[config.mk]
export PLATFORM = sky130hd
export DESIGN_NAME = rbst_reduce
export DESIGN_NICKNAME = d
export VERILOG_FILES = /design/src/rtl/rbst_pkg.sv /design/src/rtl/rbst_reduce.sv
export VERILOG_INCLUDE_DIRS = /design/src /design/src/rtl
export SDC_FILE = /design/constraint.sdc
export NUM_CORES = 1
export LEC_CHECK = 0
export BUFFER_PORTS_ARGS = -buffer_cell sky130_fd_sc_hd__buf_2
export CORE_ASPECT_RATIO = 2
export CORE_MARGIN = 10
export CORE_UTILIZATION = 30
export DETAILED_ROUTE_END_ITERATION = 12
export PLACE_DENSITY_LB_ADDON = 0.1
export SLEW_MARGIN = 20
export SYNTH_ARGS = -nofsm -noshare
export SYNTH_HDL_FRONTEND = slang
export SYNTH_SLANG_ARGS = --single-unit
[constraint.sdc]
create_clock -name clk -period 6.55 [get_ports clk]
set_clock_uncertainty 0.1 [all_clocks]
set_input_delay 0.655 -clock clk [delete_from_list [all_inputs] [get_ports clk]]
set_output_delay 0.655 -clock clk [all_outputs]
set_load 0.02 [all_outputs]
[src/rtl/ray_box_slab_test_defines.svh]
// assertion macros shared by the ray box slab test rtl
`ifndef RAY_BOX_SLAB_TEST_DEFINES_SVH
`define RAY_BOX_SLAB_TEST_DEFINES_SVH

// same-cycle implication, checked outside reset
`define RBST_ASSERT_IMP(lbl, ante, cons, msg) \
  lbl: assert property (@(posedge clk) disable iff (rst) (ante) |-> (cons)) \
    else $error(msg);

// next-cycle implication, checked outside reset
`define RBST_ASSERT_NXT(lbl, ante, cons, msg) \
  lbl: assert property (@(posedge clk) disable iff (rst) (ante) |=> (cons)) \
    else $error(msg);

`endif

[src/rtl/rbst_pkg.sv]
// types, constants and slab arithmetic helpers for the ray box slab test
package rbst_pkg;

  localparam int DivBits       = 32;
  localparam int StepsPerStage = 4;
  localparam int DivStages     = DivBits / StepsPerStage;
  localparam int NumLanes      = 6;
  localparam int NumAxes       = 3;

  localparam logic [31:0] QMax = 32'h7fff_ffff;
  localparam logic [31:0] QMin = 32'h8000_0000;

  // one plane division in flight
  typedef struct packed {
    logic [31:0] rem;   // partial remainder
    logic [31:0] dq;    // dividend bits left, quotient bits shifted in
    logic [31:0] dvs;   // divisor magnitude
    logic        neg;   // quotient sign
    logic        fix;   // result already known (zero direction or overflow)
    logic [31:0] fval;  // that known result
  } lane_t;

  typedef lane_t [NumLanes-1:0] lanes_t;

  // set up one plane: |bound - start| * 2^16 / |dir|
  function automatic lane_t lane_init(logic [31:0] bound, logic [31:0] start,
                                      logic [31:0] dir, logic upper);
    logic signed [32:0] num;
    logic [32:0]        mag;
    logic [31:0]        dmag;
    logic               nneg;
    lane_t              l;
    num  = $signed({bound[31], bound}) - $signed({start[31], start});
    nneg = num[32];
    mag  = nneg ? 33'(-num) : 33'(num);
    dmag = dir[31] ? 32'(-dir) : dir;
    l.neg = nneg ^ dir[31];
    l.dvs = dmag;
    l.rem = {15'b0, mag[32:16]};
    l.dq  = {mag[15:0], 16'b0};
    if (dir == '0) begin
      l.fix  = 1'b1;
      if (num == '0) l.fval = upper ? QMax : QMin;
      else           l.fval = nneg ? QMin : QMax;
    end else if ({14'b0, mag[32:15]} >= dmag) begin
      // quotient would reach 2^31 or more
      l.fix  = 1'b1;
      l.fval = l.neg ? QMin : QMax;
    end else begin
      l.fix  = 1'b0;
      l.fval = '0;
    end
    return l;
  endfunction

  // one restoring division step
  function automatic lane_t div_step(lane_t l);
    logic [32:0] r;
    logic [32:0] d;
    lane_t       o;
    o = l;
    r = {l.rem, l.dq[31]};
    d = {1'b0, l.dvs};
    if (r >= d) begin
      o.rem = 32'(r - d);
      o.dq  = {l.dq[30:0], 1'b1};
    end else begin
      o.rem = r[31:0];
      o.dq  = {l.dq[30:0], 1'b0};
    end
    return o;
  endfunction

  function automatic logic [31:0] lane_value(lane_t l);
    logic [31:0] v;
    if (l.fix)      v = l.fval;
    else if (l.neg) v = 32'(-l.dq);
    else            v = l.dq;
    return v;
  endfunction

endpackage

[src/rtl/rbst_reduce.sv]
// tail: signed slab values, per-axis ordering, interval overlap
`include "ray_box_slab_test_defines.svh"
module rbst_reduce import rbst_pkg::*; (
  input  logic   clk,
  input  logic   rst,
  input  logic   in_valid,
  input  lanes_t in_lanes,
  output logic   ready,
  output logic   out_valid,
  input  logic   out_stall,
  output logic   hit
);

  logic                     va, vb;
  logic                     en_a, en_b, en_c;
  logic signed [31:0]       lo [NumAxes];
  logic signed [31:0]       hi [NumAxes];
  logic signed [31:0]       lo_next [NumAxes];
  logic signed [31:0]       hi_next [NumAxes];
  logic signed [31:0]       xy_lo, xy_hi, z_lo, z_hi;
  logic                     xy_ok;
  logic                     hit_next;

  assign en_c  = !out_valid || !out_stall;
  assign en_b  = !vb || en_c;
  assign en_a  = !va || en_b;
  assign ready = en_a;

  always_comb begin
    for (int a = 0; a < NumAxes; a++) begin
      logic signed [31:0] p, q;
      p = $signed(lane_value(in_lanes[2*a]));
      q = $signed(lane_value(in_lanes[2*a+1]));
      lo_next[a] = (p > q) ? q : p;
      hi_next[a] = (p > q) ? p : q;
    end
  end

  assign hit_next = xy_ok && !(xy_lo > z_hi || z_lo > xy_hi);

  always_ff @(posedge clk) begin
    if (rst) begin
      va        <= 1'b0;
      vb        <= 1'b0;
      out_valid <= 1'b0;
    end else begin
      if (en_a) va        <= in_valid;
      if (en_b) vb        <= va;
      if (en_c) out_valid <= vb;
    end
  end

  always_ff @(posedge clk) begin
    if (en_a) begin
      lo <= lo_next;
      hi <= hi_next;
    end
    if (en_b) begin
      xy_ok <= !(lo[0] > hi[1] || lo[1] > hi[0]);
      xy_lo <= (lo[1] > lo[0]) ? lo[1] : lo[0];
      xy_hi <= (hi[1] < hi[0]) ? hi[1] : hi[0];
      z_lo  <= lo[2];
      z_hi  <= hi[2];
    end
    if (en_c) begin
      hit <= hit_next;
    end
  end

  `RBST_ASSERT_IMP(a_axes_ordered, va, lo[0] <= hi[0] && lo[1] <= hi[1] && lo[2] <= hi[2], "slab interval out of order")

endmodule

# Word-level counts from Yosys, hierarchy flattened
# Cells that the tools add are included.
totals:
  inputBits: 784
  out_inout_bits: 3
  word_cells: 62
  reg_bits: 325
op_classes:
  add_sub_neg: 6
  order_cmp: 9
  reduce_logical: 12
  mux: 20
ops:
  columns: ["op", "count"]
  rows:
  - ["32-bit two-way mux", 20]
  - ["32-bit > comparator", 8]
  - ["32-bit negation", 6]
  - ["32-bit less-than comparator", 1]
  - ["1-bit zero test", 6]
  - ["1-bit logical OR", 5]
  - ["1-bit logical AND", 1]

# Depth between registers and ports, before layout
# Gate-level depths: netlist of run 1.
depth:
  word_depth: 5
  depth_mapped: 23

# Worst setup path before layout of run 1
# OpenSTA, ideal clock, no wires.
synth_path:
  path_kind: "in2reg"
  startpoint: "input out_stall"
  endpoint: "register hi[0] (netlist name), enable pin"
  t_arrival_ns: 4.091
  stages: 2
  setup_slack_ns: 0.769
  path_cell_list: "and3_1 -> nand2_1"
synth_between:
  elab_chain_len: 4
synth_rtl:
  columns: ["item", "line", "text"]
  rows:
  - ["from (decl)", "rbst_reduce.sv:10", "input logic out_stall,"]
  - ["1-bit zero test", "rbst_reduce.sv:24", "assign en_c = !out_valid || !out_stall;"]
  - ["1-bit logical OR", "rbst_reduce.sv:24", null]
  - ["1-bit logical OR", "rbst_reduce.sv:25", "assign en_b = !vb || en_c;"]
  - ["1-bit logical OR", "rbst_reduce.sv:26", "assign en_a = !va || en_b;"]
  - ["net ready", "rbst_reduce.sv:8", "output logic ready,"]
  - ["to (signal assigned)", "rbst_reduce.sv:56", "hi <= hi_next;"]
  - ["to (decl)", "rbst_reduce.sv:17", "logic signed [31:0] hi [NumAxes];"]
# The timed path passes the listed nets, and every way through them passes these cells.
# A chain may end at the register's enable or synchronous reset.

==> key figures, run 1 <==
Yosys
  – Synth Instances: 2908
  – Area share of the largest cell type after synthesis: 35.0%
  – YS warnings: 0
  – Mapped Nets: 3982
  – FF+latch count, synth: 325
  – Synth area leaders: edfxtp_1, ha_1, mux2i_1, xor2_1, a21oi_1
  – Cell Area, Synth: 0.0276 mm2
  – Ys async rst share: 0%
  – Mean Syn Cell Area: 9.49 um2
  – Top FF cell, synth: edfxtp_1
  – Number of synthesized flops with an enable pin: 322
  – Unique masters post-synth: 72
  – Post-synthesis sequential area ratio: 35.2%
  – Synth area leader: edfxtp_1

Layout
  – Most common cell after layout, fill and taps aside: buf_2
  – Final net count: 4377
  – Fillers: 9429
  – Layout cells sized above 1: 19.6%
  – Multi-input gate area: 0.0163 mm2
  – Synthesis-to-finish area growth: 17.3%
  – FF+latch area: 0.00973 mm2
  – Most frequent cells in the layout: buf_2, edfxtp_1, ha_1
  – Non-filler cells, final: 4517

Route
  – Drt first pass iters: 7
  – Avg Vias per Cell: 5.23
  – First DRT Iteration DRCs: 941
  – Post-Route WL: 99600 um
  – Detail Route Antenna Nets: 0
  – Total number of vias: 23600
  – DR DRC count: 0
  – Average wire per standard cell: 22.1 um

Power
  – Pwr/cell area: 316 mW/mm2
  – Maximum VDD drop: 0.000230 V
  – Power, Total: 10.3 mW
  – LEAKAGE: 14.7 nW

Floorplanning
  – Full die area: 0.105 mm2
  – Ports: 787
  – Starting density of the core: 30.2%
  – Row count: 157
  – Die width: 235 um
  – Chip height: 449 um
  – Core area: 0.0915 mm2

Worst setup path
  – Crit-path slowest cell: or4b_2
  – CP Cell Sequence: buf_2, or4_1, or4b_2, or4_1, nand2b_1, o41ai_1, xor2_1, o21ai_1, inv_1, ha_1, nand4_1, nor3_1, buf_4, and4_1, a31o_1, or3_1, a32oi_4, buf_12, buf_4, mux2i_1
  – Max stage delay on crit path: 0.71 ns
  – CP top delay family: simple AND/OR/NAND/NOR gates
  – Worst EP arrival: 6.14 ns
  – CP required: 6.84 ns
  – Worst setup EP type: register
  – Crit path buffers/inverters: 5
  – Peak fanout along the critical path: 22
  – Setup Crit Path Kind: primary input to register
  – CP Launch Type: primary input

STA
  – Fin Setup TNS: 0 ns
  – Worst Tran Pin Value: 1.15 ns
  – # setup viols final: 0
  – RSZ-0062 raised after global routing: false
  – Peak Freq: 171 MHz
  – Final hold violation count: 0
  – Slack of the critical path: 0.698 ns
  – Final Max Tran Viols: 0
  – Max_slew headroom: 23.3%
  – Final worst-path cycle share: 89.3%
  – Fin Hold WS: 0.140 ns
  – Final critical-path required period: 5.85 ns

Placed design
  – HPWL after DPL: 84600 um
  – Setup WS pre-CTS: 0.0565 ns
  – # placed instances: 4464
  – Port bufs: 402
  – Gpl congestion: 0.914

Worst hold path
  – Min-delay worst type: primary input to register

CTS
  – Total CTS buffers: 29
  – Setup Buffers After CTS: 0
  – CTS tree: done
  – Clk_lat worst skew: 0.60 ns
  – Clk buf depth: 3
  – Clock slew seen by the registers of the worst setup and hold paths: 0.08 ns
  – Sink Count: 325
  – PostCTS Resize Cnt: 0
  – H-tree levels: 1
  – Root Buffer Master: clkbuf_16
  – Hold Buf Count CTS: 0

Global route
  – Largest net degree at the start of global routing: 97
  – First-pass GRT wire length: 148000 um
  – Gr usage total: 18.3%
  – Initial antenna violation count: 3
  – GRT overflow: 0
  – Number of global-route vias before repair: 24600

Outcome
  – Status: finished, final reports clean

Run
  – Max-cap viol count: 0
[Yosys cell counts (37+ instances only)]
cell type,number
edfxtp_1,322
nand4_1,67
ha_1,290
nor2_1,170
clkbuf_1,103
a21oi_1,245
inv_1,280
a21o_1,72
xor2_1,144
or3_1,58
nand2_1,124
nor3_1,37
nand3_1,83
mux2i_1,178
o31ai_1,71
o21ai_0,131
nand2b_1,55
[cells by family after synthesis]
| family | Yosys count | share of synthesized area [%] |
|---|---|---|
| and+or+nand+nor | 770 | 14.9 |
| AOI/OAI and AO/OA | 703 | 16.7 |
| buffers and inverters | 419 | 6.04 |
| DFF | 325 | 35.2 |
| adders and majority gates | 291 | 13.2 |
| muxes | 223 | 8.29 |
| xor gates and xnor gates | 177 | 5.61 |
[power breakdown]
part	switching, mW	total, mW	internal, mW	leakage (nW)
Clock	0.807	1.78	0.977	0.474
Sequential	0.469	3.62	3.15	3.50
Combinational	2.76	4.85	2.09	10.7
[final cells by class]
type                    count  area share, %
clock inverters            21          0.718
flip-flops and latches    325           30.0
multi-input cells        2164           50.4
clock buffers              31           2.26
diodes                      1        0.00772
repair buffers            503           8.74
well taps                1192           4.60
inverters                 280           3.25
[metal layers]
metal  track usage (%)  share of wire (%)  vias to the layer above  routed length [um]
met5                 0                  0                        -                   0
met4              9.23                5.4                        0                5410
met3              2.48                5.0                      138                4940
met2              34.2                 52                      662               51700
met1              19.5                 38                    11200               37600
li1                  -                  -                    11600                   -
[flip-flops by register name, summed over array words and instances, names as in the netlist]
| name | flops |
|---|---|
| out_valid | 1 |
| hit | 1 |
| xy_lo | 32 |
| xy_hi | 32 |
| vb | 1 |
| z_lo | 32 |
| va | 1 |
| hi | 96 |
| z_hi | 32 |
| xy_ok | 1 |
| lo | 96 |
[path summary, 6_finish.rpt]
path                    startpoint                endpoint  slack, ns  cells past startpoint
setup reg to reg  lo[59]$_DFFE_PP_     xy_lo[24]$_DFFE_PP_       2.29                     11
hold / removal                 rst  out_valid$_SDFFE_PP0P_       0.14                      2
setup / recovery     in_lanes[462]        lo[63]$_DFFE_PP_       0.70                     20
hold reg to reg   hi[11]$_DFFE_PP_      z_hi[11]$_DFFE_PP_       0.32                      0
[metrics by stage]
step                util [%]  instance area [um2]
floorplan                  -                27600
global placement        34.3                31400
detailed placement      34.3                31400
CTS                     35.4                32400
global route            35.4                32400
finish                  35.4                32400
No activity file was read; power rests on OpenSTA's default activity.
==> run 2, diff against run 1 <==
MAX_ROUTING_LAYER = met4   (was unset)
==> run 2 against run 1 <==
Die area unchanged. Cell count is 0.27% higher. Global-route usage up 0.78 points. Combinational power rose by 0.8%. Highest routed layer unchanged.
==> key figures, run 2 (synthesis gave the netlist of run 1 again) <==
Outcome
  – Status: finished, final reports clean

CTS
  – PostCTS Resize Cnt: 0 (unchanged)
  – H-tree levels: 1 (unchanged)
  – Sink Count: 325 (unchanged)
  – Clk_lat worst skew: 0.63 ns (+0.03 ns)
  – Total CTS buffers: 30 (+3.4%)
  – Clock slew seen by the registers of the worst setup and hold paths: 0.06 ns (-0.02 ns)
  – Setup Buffers After CTS: 0 (unchanged)
  – Root Buffer Master: clkbuf_16
  – Hold Buf Count CTS: 0 (unchanged)
  – Clk buf depth: 3 (unchanged)
  – CTS tree: done

Worst setup path
  – Peak fanout along the critical path: 24 (+9.1%)
  – Reg2reg end: xy_lo[30]$_DFFE_PP_
  – Worst setup EP type: register
  – Worst R2R Path Depth: 12 (+1)
  – CP required: 6.91 ns (+0.07 ns)
  – CP Launch Point: in_lanes[460]
  – Critical path endpoint: hi[60]$_DFFE_PP_
  – Worst R2R Start: lo[91]$_DFFE_PP_
  – Worst EP arrival: 6.32 ns (+0.18 ns)
  – Setup Crit Path Kind: primary input to register
  – R2R setup slack: 2.14 ns (-0.15 ns)
  – CP Launch Type: primary input

Route
  – DR DRC count: 0 (unchanged)
  – First DRT Iteration DRCs: 928 (-1.4%)
  – Post-Route WL: 101000 um (+1.2%)
  – Average wire per standard cell: 22.3 um (+0.93%)
  – Drt first pass iters: 5 (-2)
  – Total number of vias: 23600 (-0.26%)
  – Detail Route Antenna Nets: 0 (unchanged)
  – Avg Vias per Cell: 5.20 (-0.53%)

Global route
  – Initial antenna violation count: 2 (-1)
  – GRT overflow: 0 (unchanged)
  – Largest net degree at the start of global routing: 107 (+10%)
  – Gr usage total: 19.1% (+0.78 points)
  – First-pass GRT wire length: 149000 um (+0.78%)
  – Number of global-route vias before repair: 24600 (+0.037%)

Placed design
  – Setup WS pre-CTS: -0.0861 ns (-0.143 ns)
  – HPWL after DPL: 85700 um (+1.4%)
  – # placed instances: 4471 (+0.16%)
  – Gpl congestion: 0.923 (+1.0%)
  – Port bufs: 402 (unchanged)

STA
  – Final critical-path required period: 5.97 ns (+0.114 ns)
  – Final Max Tran Viols: 0 (unchanged)
  – Final hold violation count: 0 (unchanged)
  – Fin Hold WS: 0.117 ns (-0.0234 ns)
  – Peak Freq: 168 MHz (-1.9%)
  – Max_slew headroom: 28.8% (+5.5 points)
  – Worst Tran Pin Value: 1.06 ns (-0.0865 ns)
  – Fin Setup TNS: 0 ns (unchanged)
  – # setup viols final: 0 (unchanged)
  – Slack of the critical path: 0.584 ns (-0.114 ns)
  – RSZ-0062 raised after global routing: false
  – Final worst-path cycle share: 91.1% (+1.7 points)

Layout
  – Most frequent cells in the layout: buf_2, edfxtp_1, ha_1
  – Most common cell after layout, fill and taps aside: buf_2
  – Synthesis-to-finish area growth: 18.0%
  – Biggest regs: hi: 96 flops, lo: 96 flops
  – Final net count: 4385 (+0.18%)
  – Layout cells sized above 1: 19.8% (+0.21 points)
  – Final Util: 35.6% (+0.20 points)
  – Non-filler cells, final: 4529 (+0.27%)

Floorplanning
  – Die width: 235 um (unchanged)
  – Starting density of the core: 30.2% (unchanged)
  – Full die area: 0.105 mm2 (unchanged)
  – Core area: 0.0915 mm2 (unchanged)
  – Ports: 787 (unchanged)
  – Row count: 157 (unchanged)
  – Chip height: 449 um (unchanged)

Worst hold path
  – Min-delay worst type: primary input to register

Power
  – Pwr/cell area: 320 mW/mm2 (+1.2%)
  – LEAKAGE: 14.7 nW (+0.53%)
  – Maximum VDD drop: 0.000240 V (+4.6%)

Run
  – Max-cap viol count: 0 (unchanged)
-- run 2: layout make-up --
| class | count | area, um2 |
|---|---|---|
| clock inverters | 20 | 288 |
| clock buffers | 36 | 773 |
| multi-input cells | 2164 | 16300 |
| well taps | 1192 | 1490 |
| fillers | 9492 | 59000 |
| inverters | 280 | 1050 |
| flip-flops and latches | 325 | 9730 |
| repair buffers | 510 | 2910 |
| diodes | 2 | 5.00 |
-- run 2: how the worst min path moves through the flow --
stage / depth (start not counted) / endpoint / from
final: 2 / vb$_SDFFE_PP0P_ / rst
after global routing: 2 / out_valid$_SDFFE_PP0P_ / rst
after CTS: 2 / vb$_SDFFE_PP0P_ / rst
after detailed placement: 0 / z_hi[19]$_DFFE_PP_ / hi[19]$_DFFE_PP_
after global placement: 0 / z_lo[30]$_DFFE_PP_ / lo[30]$_DFFE_PP_
after floorplan: 0 / z_hi[0]$_DFFE_PP_ / hi[0]$_DFFE_PP_
-- run 2: report_power, final --
group	switching [mW]	internal [mW]
combinational	2.78	2.11
clock	0.818	1.09
sequential	0.477	3.15
-- run 2: metrics by stage --
step	power, mW	instance area [um2]
final	10.4	32600
after floorplan	6.74	27600
after global routing	11.2	32600
after detailed placement	8.59	31500
after CTS	10.6	32600
after global placement	8.49	31500
-- run 2: metal layers --
layer  wire [um]  up-vias  global-route usage [%]
met2       54500      675                    35.7
met5           0        -                       -
li1            -    11600                       -
met1       38800    11200                    20.2
met4        3900        0                    7.12
met3        3640      116                    1.60
-- run 2: critical path, cell delays in order --
cell and delay, ns:
buf_2 0.13, or4_1 0.54, or4b_2 0.70, or4_1 0.61, o31ai_1 0.26, xor2_1 0.10, o21ai_0 0.66, inv_1 0.10
ha_1 0.32, a21o_1 0.16, a21oi_1 0.14, or3_1 0.12, o211ai_1 0.16, a31o_1 0.24, or3_1 0.39, a32oi_4 0.26
buf_12 0.22, buf_4 0.14, mux2i_1 0.20, buf_4 0.18
==> run 3, diff against run 2 <==
CORE_AREA = 10 10 298 300   (was unset)
CORE_ASPECT_RATIO = unset   (was 2)
CORE_MARGIN = unset   (was 10)
CORE_UTILIZATION = unset   (was 30)
DIE_AREA = 0 0 308 310   (was unset)
==> run 3 against run 2 <==
Clock-buffer cell count rose by 9. Total power rose by 1.2%. Worst hold slack improved by 0.062 ns. Critical endpoint is now hi[35]$_DFFE_PP_. Design area is 1.8% lower. Global-route usage rose by 1.9 points. Largest cell class unchanged. Wire length increased by 0.47%. Largest power group unchanged. Clock power rose by 4%. Cell count shrank 3.6%.
==> key figures, run 3 (synthesis gave the netlist of run 1 again) <==
Route
  – Drt first pass iters: 7 (+2)
  – Avg Vias per Cell: 5.42 (+4.2%)
  – Detail Route Antenna Nets: 0 (unchanged)
  – Average wire per standard cell: 23.2 um (+4.2%)
  – Total number of vias: 23700 (+0.44%)
  – DR DRC count: 0 (unchanged)
  – Post-Route WL: 101000 um (+0.47%)
  – First DRT Iteration DRCs: 1440 (+55%)

CTS
  – Setup Buffers After CTS: 0 (unchanged)
  – Total CTS buffers: 38 (+27%)
  – Root Buffer Master: clkbuf_16
  – Hold Buf Count CTS: 0 (unchanged)
  – H-tree levels: 2 (+1)
  – CTS tree: done
  – Sink Count: 325 (unchanged)
  – Clock slew seen by the registers of the worst setup and hold paths: 0.06 ns (about the same)
  – PostCTS Resize Cnt: 0 (unchanged)
  – Clk_lat worst skew: 0.56 ns (-0.07 ns)
  – Clk buf depth: 3 (unchanged)

Placed design
  – Port bufs: 402 (unchanged)
  – Placed Instance Area: 0.0309 mm2 (-2.1%)
  – Gpl congestion: 0.948 (+2.7%)
  – HPWL after DPL: 84600 um (-1.4%)

Worst setup path
  – Peak fanout along the critical path: 17 (-29%)
  – CP top delay family: simple AND/OR/NAND/NOR gates
  – CP Cell Sequence: buf_2, or4_1, or4b_2, or4_1, nand2b_1, o41ai_1, xor2_1, o21ai_1, inv_1, ha_1, nand4_1, nor3_1, and4_1, a31o_1, o21ai_0, a32oi_4, buf_12, buf_12, mux2_1
  – Crit path buffers/inverters: 4 (-1)
  – Worst EP arrival: 6.16 ns (-0.16 ns)
  – Crit-path slowest cell: or4b_2
  – CP required: 6.75 ns (-0.16 ns)
  – Worst R2R Path Depth: 11 (-1)
  – Setup Crit Path Kind: primary input to register
  – CP Launch Type: primary input
  – Max stage delay on crit path: 0.68 ns (-0.02 ns)
  – Worst setup EP type: register
  – Cell depth of the worst setup path: 19 (-5.0%)

Layout
  – Multi-input gate area: 0.0163 mm2 (about the same)
  – Biggest regs: hi: 96 flops, lo: 96 flops
  – Most frequent cells in the layout: buf_2, edfxtp_1, ha_1
  – Layout cells sized above 1: 18.3% (-1.5 points)
  – Synthesis-to-finish area growth: 15.9%
  – Final instance area: 0.0320 mm2 (-1.8%)
  – Most common cell after layout, fill and taps aside: buf_2
  – Final net count: 4328 (-1.3%)
  – FF+latch area: 0.00973 mm2 (unchanged)
  – Fillers: 8343 (-12%)

STA
  – Final critical-path required period: 5.96 ns (-0.00570 ns)
  – RSZ-0062 raised after global routing: false
  – Fin Setup TNS: 0 ns (unchanged)
  – Final Max Tran Viols: 0 (unchanged)
  – Final worst-path cycle share: 91.0% (about the same)
  – # setup viols final: 0 (unchanged)
  – Max_slew headroom: 22.1% (-6.8 points)
  – Final hold violation count: 0 (unchanged)
  – Worst Tran Pin Value: 1.16 ns (+0.101 ns)
  – Peak Freq: 168 MHz (about the same)

Global route
  – Number of global-route vias before repair: 23500 (-4.3%)
  – Initial antenna violation count: 7 (+5)
  – Gr usage total: 21.0% (+1.9 points)
  – GRT overflow: 0 (unchanged)
  – First-pass GRT wire length: 148000 um (-0.90%)
  – Largest net degree at the start of global routing: 107 (unchanged)

Power
  – Maximum VDD drop: 0.000204 V (-15%)
  – LEAKAGE: 14.5 nW (-1.8%)
  – Pwr/cell area: 330 mW/mm2 (+3.0%)

Outcome
  – Status: finished, final reports clean

Floorplanning
  – Row count: 106 (-32%)
  – Die width: 308 um (+31%)
  – Ports: 787 (unchanged)
  – Full die area: 0.0955 mm2 (-9.3%)
  – Starting density of the core: 33.3% (+3.1 points)
  – Core area: 0.0829 mm2 (-9.4%)
  – Chip height: 310 um (-31%)

Worst hold path
  – Worst Hold Depth: 2 (unchanged)
  – Min-delay worst type: primary input to register

Run
  – Max-cap viol count: 0 (unchanged)
run 3: changes by cell type in the layout (fill, tap and decap cells not counted), sizes merged:
cell / delta
inv: +1
clkinv: +4
diode: +5
buf: -65
clkbuf: +9
clkinvlp: -1
bufinv: -5
run 3: final timing paths:
path / start / to / slack (ns)
min: rst / va$_SDFFE_PP0P_ / 0.18
min reg2reg: lo[14]$_DFFE_PP_ / z_lo[14]$_DFFE_PP_ / 0.31
max: in_lanes[462] / hi[35]$_DFFE_PP_ / 0.59
max reg2reg: lo[62]$_DFFE_PP_ / xy_lo[22]$_DFFE_PP_ / 2.19
run 3: report_power, final:
group | total, mW | switching, mW | internal (mW) | leakage (nW)
logic | 4.87 | 2.83 | 2.04 | 10.4
clock network | 1.99 | 0.854 | 1.13 | 0.552
registers | 3.70 | 0.544 | 3.15 | 3.50
total | 10.6 | 4.23 | 6.33 | 14.5
run 3: through the flow:
step	setup WS (ns)	instances	hold slack [ns]	power [mW]	util [%]
6_report	0.590	4365	0.179	10.6	38.6
5_1_grt	0.323	4365	0.166	11.3	38.6
4_1_cts	0.642	4358	0.138	10.7	38.6
3_5_place_dp	0.0447	4294	0.305	8.58	37.2
3_3_place_gp	0.118	4294	0.304	8.47	37.2
2_1_floorplan	0.769	2908	0.300	6.74	-
run 3: final cells by class:
cell class,instances,area share [%]
multi-input combinational,2164,51.0
clock inverter,19,0.434
clock buffer,45,3.12
timing repair buffer,445,7.49
inverter,280,3.29
tap,1080,4.22
antenna,7,0.0547
sequential,325,30.4
run 3: layer usage:
metal	up-vias	part of all wire, %	track usage [%]
met4	0	2.7	6.02
met5	-	0	-
met3	105	3.8	2.09
li1	11500	-	-
met1	11400	45	26.9
met2	642	48	35.1
